<file path="config.mk">
export PLATFORM = sky130hd
export DESIGN_NAME = tfn_ctrl
export DESIGN_NICKNAME = d
export VERILOG_FILES = /design/src/hdl/triangle_face_normal_store_defines.svh /design/src/hdl/tfn_pkg.sv /design/src/hdl/tfn_ctrl.sv
export SDC_FILE = /design/constraint.sdc
export NUM_CORES = 1
export LEC_CHECK = 0
export BUFFER_PORTS_ARGS = -buffer_cell sky130_fd_sc_hd__buf_2
export CORE_AREA = 2 2 39 41
export DETAILED_ROUTE_END_ITERATION = 8
export DIE_AREA = 0 0 41 43
export PLACE_DENSITY = 0.73
export SLEW_MARGIN = 20
export SYNTH_ARGS = -nofsm -noshare
export SYNTH_HDL_FRONTEND = slang
export SYNTH_SLANG_ARGS = --single-unit
</file>
<file path="constraint.sdc">
create_clock -name clk -period 2.2 [get_ports clk]
set_input_delay 0.66 -clock clk [delete_from_list [all_inputs] [get_ports clk]]
set_output_delay 0.66 -clock clk [all_outputs]
set_load 0.05 [all_outputs]
</file>
<file path="src/hdl/triangle_face_normal_store_defines.svh">
// Assertion macros for the face normal store
`ifndef TRIANGLE_FACE_NORMAL_STORE_DEFINES_SVH
`define TRIANGLE_FACE_NORMAL_STORE_DEFINES_SVH
// implication checked on every clock edge outside reset
`define TFN_ASSERT_IMP(lbl, ante, cons, msg) \
  lbl: assert property (@(posedge clk) disable iff (rst) (ante) |-> (cons)) else $error(msg);
// condition that must hold on the next clock edge
`define TFN_ASSERT_NEXT(lbl, ante, cons, msg) \
  lbl: assert property (@(posedge clk) disable iff (rst) (ante) |=> (cons)) else $error(msg);
`endif

</file>
<file path="src/hdl/tfn_pkg.sv">
// Shared types and constants for the face normal store
package tfn_pkg;
  localparam int MaxVertices = 1024;
  localparam logic [1:0] OP_LOAD = 2'd0;
  localparam logic [1:0] OP_TRI  = 2'd1;
  localparam logic [1:0] OP_READ = 2'd2;

  // controller to datapath
  typedef struct packed {
    logic        cap;      // capture the input word
    logic        rd_pos;   // issue position read (sel picks corner)
    logic [1:0]  sel;      // 0 a, 1 b, 2 c
    logic        lat_pos;  // latch position read data into slot sel
    logic        rd_nrm;   // issue normal read at vertex index
    logic        lat_nrm;  // latch normal data as the vector
    logic        edge_go;  // form edge vectors
    logic        cross_go; // one cross term per cycle, step in sel
    logic        sq_go;    // squares, step in sel
    logic        norm_init;
    logic        norm_step;
    logic        comp_next;
    logic        wr_load;
    logic        wr_nrm;
    logic        emit;
  } ctrl_t;

  typedef struct packed {
    logic        bs_done;
    logic        zero;
    logic        in_range;
    logic [1:0]  op;
  } stat_t;
endpackage

</file>
<file path="src/hdl/tfn_ctrl.sv">
// Controller state machine for the face normal store
module tfn_ctrl (
  input  logic            clk,
  input  logic            rst,
  input  logic            start,
  output logic            busy,
  input  tfn_pkg::stat_t  st,
  output tfn_pkg::ctrl_t  cmd
);
  localparam logic [3:0] S_IDLE = 4'd0, S_DEC = 4'd1, S_PRD = 4'd2, S_PLT = 4'd3,
                         S_EDGE = 4'd4, S_CROSS = 4'd5, S_NRD = 4'd6, S_NLT = 4'd7,
                         S_SQ = 4'd8, S_BINIT = 4'd9, S_BSTEP = 4'd10, S_FIN = 4'd11;
  logic [3:0] state, state_next;
  logic [1:0] cnt, cnt_next;

  always_ff @(posedge clk) begin
    if (rst) begin
      state <= S_IDLE;
      cnt <= 2'd0;
    end else begin
      state <= state_next;
      cnt <= cnt_next;
    end
  end

  assign busy = (state != S_IDLE);

  always_comb begin
    cmd = '0;
    cmd.sel = cnt;
    state_next = state;
    cnt_next = cnt;
    unique case (state)
      S_IDLE: begin
        if (start) begin
          cmd.cap = 1'b1;
          state_next = S_DEC;
        end
      end
      S_DEC: begin
        cnt_next = 2'd0;
        if (st.op == tfn_pkg::OP_LOAD) begin
          cmd.wr_load = st.in_range;
          state_next = S_IDLE;
        end else if (st.op == tfn_pkg::OP_TRI) begin
          state_next = st.in_range ? S_PRD : S_IDLE;
        end else if (st.op == tfn_pkg::OP_READ) begin
          if (st.in_range) state_next = S_NRD;
          else begin
            cmd.emit = 1'b1;
            state_next = S_IDLE;
          end
        end else begin
          state_next = S_IDLE;
        end
      end
      S_PRD: begin
        cmd.rd_pos = 1'b1;
        state_next = S_PLT;
      end
      S_PLT: begin
        cmd.lat_pos = 1'b1;
        if (cnt == 2'd2) begin
          cnt_next = 2'd0;
          state_next = S_EDGE;
        end else begin
          cnt_next = cnt + 2'd1;
          state_next = S_PRD;
        end
      end
      S_EDGE: begin
        cmd.edge_go = 1'b1;
        state_next = S_CROSS;
      end
      S_CROSS: begin
        cmd.cross_go = 1'b1;
        if (cnt == 2'd2) begin
          cnt_next = 2'd0;
          state_next = S_SQ;
        end else cnt_next = cnt + 2'd1;
      end
      S_NRD: begin
        cmd.rd_nrm = 1'b1;
        state_next = S_NLT;
      end
      S_NLT: begin
        cmd.lat_nrm = 1'b1;
        state_next = S_SQ;
      end
      S_SQ: begin
        cmd.sq_go = 1'b1;
        if (cnt == 2'd2) begin
          cnt_next = 2'd0;
          state_next = S_BINIT;
        end else cnt_next = cnt + 2'd1;
      end
      S_BINIT: begin
        if (st.zero) begin
          if (st.op == tfn_pkg::OP_TRI) cmd.wr_nrm = 1'b1;
          else cmd.emit = 1'b1;
          state_next = S_IDLE;
        end else begin
          cmd.norm_init = 1'b1;
          state_next = S_BSTEP;
        end
      end
      S_BSTEP: begin
        cmd.norm_step = 1'b1;
        if (st.bs_done) state_next = S_FIN;
      end
      S_FIN: begin
        if (cnt == 2'd2) begin
          cnt_next = 2'd0;
          if (st.op == tfn_pkg::OP_TRI) cmd.wr_nrm = 1'b1;
          else cmd.emit = 1'b1;
          state_next = S_IDLE;
        end else begin
          cmd.comp_next = 1'b1;
          cnt_next = cnt + 2'd1;
          state_next = S_BSTEP;
          cmd.norm_init = 1'b1;
        end
      end
      default: state_next = S_IDLE;
    endcase
  end
endmodule

</file>
==> results.cfg <==
[run_status]
status = finished, final reports clean

[grt]
grt-ovfl-total = 0
antenna_found_initial = 0
grt_usage = 0.193
grt_pass1_vias = 594
grt_max_degree = 15
grt_pass1_wl_mm = 2.39

[floorplan]
core-area_sq_um = 1380
dieArea_sq_um = 1760
rows = 14
chipHeight_microns = 43
initial_utilization = 0.401
io_pins = 25
fp.dieW_microns = 41

[power]
p_per_area_nw_per_um2 = 399
p_leak_uw = 0.000350
power_uw = 324
peakVddDrop_mv = 0.325

[synth]
synthSimpleGateAreaFrac = 0.444
synth_compound_area_frac = 0.239
seq_area_frac_synth = 0.216
syn_inst = 79
yosys.area_share.adder = 0
ys_seq_elements = 6
synth_fp_nets = 87
synth_edf_count = 0
avgSynthCellArea_sq_um = 7.03
synth_common_cells = a21oi_1, dfxtp_1, nor2_1, nor3_1
synthXorXnorAreaFrac = 0.0158
synth_top_area_share = 0.216
ys.flop_type = dfxtp_1
yosysTopAreaCell = dfxtp_1
synth_warnings = 0
yosysUniqueCellTypes = 33
synth_top_family_by_area = simple AND/OR/NAND/NOR gates
synthMuxAreaShare = 0
synthArstFlopShare = 0
synthTopCellsByArea = dfxtp_1, a21oi_1, nor3_1
syn-cell-area_sq_um = 556

[timing]
finalHoldViolCount = 0
post-route-period-util = 0.967
rsz0062_at_grt = no
fin_skew_ps = 3.46
fmax_ghz = 0.470
slew_headroom = 0.784
setup_ws_ps = 71.7
worst_pin_slew_ps = 322
whs_ps = 534
slew_violations = 0
setup_viol = 0
fin_crit_ps = 2130

[routing]
drtAntennaViolNets = 0
vias = 671
firstDrtPassIters = 4
post_drt_wl_per_cell_microns = 12.8
post_drt_via_cell_ratio = 5.55
drc = 0
wirelength_mm = 1.55
drt_iter0_markers = 13

[clock_tree]
cts_root_buf = clkbuf_4
cts_buffer_depth = 2
htree_levels = 1
cts_setup_buffers = 0
numCtsBuffers = 3
tritoncts = done
clk_latency_ps = 240
clkSinkCount = 6
clk_pin_slew_ps = 40

[final_layout]
final_cells = 121
finalInstanceArea_sq_um = 811
area_delta_synth_final_pct = 45.9
drive_above_1_share = 0.457
antenna_cells = 0
final_nets = 115

[placed_design]
io_buffers = 24
gp_congestion = 0.840
dp_slack_ps = -62.1
post-place-cells = 118
dp_hpwl_mm = 1.18
placed_area_sq_um = 761

[min_path]
hold_path_class = flop to flop

[job]
maxCapViolations = 0

[worst_setup_path]
slowest_stage = dfxtp_2
cp_max_fo = 8
crit_chain = buf_4 > buf_4 > nor4b_4 > buf_4
start_kind = flop
path_class = flop to output pin
crit_required_ps = 1540
critical_path.max_stage_delay_ps = 350
worst-endpoint-arrival_ps = 1470
cp-end-kind = output pin
cp_common_cell = buf_4
[worst max-delay path: cells and delay by family, from the launching register on]
family	cells	cell delay, ps
flip-flops	1	350
AND/OR/NAND/NOR	1	310
buffers and inverters	3	560
[flip-flops by register name (all words and copies together), names as in the netlist]
signal  flops
cnt         2
state       4
[layer usage]
| layer | share of wire | GRT usage | routed length [microns] |
|---|---|---|---|
| met1 | 0.46 | 0.237 | 708 |
| met5 | 0 | 0 | 0 |
| met3 | 0.045 | 0.0209 | 69 |
| met4 | 0.0090 | 0.113 | 14 |
| met2 | 0.49 | 0.306 | 755 |
[area by class of cell]
cell class	count	area (sq um)
clock buffers	3	22.5
fillers	133	573
inverters	5	18.8
multi-input cells	62	457
flip-flops and latches	6	124
well taps	16	20.0
repair buffers	29	169
[worst paths after layout]
kind                  from        to  slack [ps]  cells after the start
hold reg to reg     cnt[1]    cnt[1]         530                      2
hold / removal      cnt[1]    cnt[1]         530                      2
setup reg to reg  state[1]  state[2]         700                      5
setup / recovery  state[1]    cmd[6]          70                      4
[metrics by stage]
stage / TNS [ps] / utilization
4_1_cts: 0 / 0.573
3_3_place_gp: 0 / 0.550
5_1_grt: 0 / 0.586
3_5_place_dp: -62.1 / 0.550
2_1_floorplan: -40.4 / -
6_report: 0 / 0.586
[where the power goes]
part	switching, uW	leakage [uW]	total, uW	internal, uW
Sequential	4.80	0.0000502	118	113
Clock	40.7	0.0000138	102	61.8
Combinational	70.2	0.000286	103	33.1
Total	116	0.000350	324	208
[timing repair]
item | CTS | global route
gates resized for setup | 4 | 5
hold buffers | 0 | 0
gates cloned | 0 | 0
setup endpoints to repair | 2 | 3
[placed cells by master, fill, tap and decap left out, types with 2 or more instances in the layout]
master and instances:
buf_2 21, buf_4 6, inv_1 5, nor2_1 5, nand2_1 5, nor3_2 4, a21oi_1 4, clkbuf_4 4
nand2b_1 3, nand3b_1 3, o21ai_0 3, or3_1 3, nor2b_1 3, dfxtp_1 3, dfxtp_2 3, and2b_1 2
nor2_2 2, o31ai_1 2, o32ai_1 2
[cells by family (layout without fill, tap and decap cells)]
family,Yosys count,in the layout
buf+inv,11,37
flops,6,6
xor+xnor,1,1
simple gates,41,41
compound gates,20,20
Power figures use the tool's default switching activity.
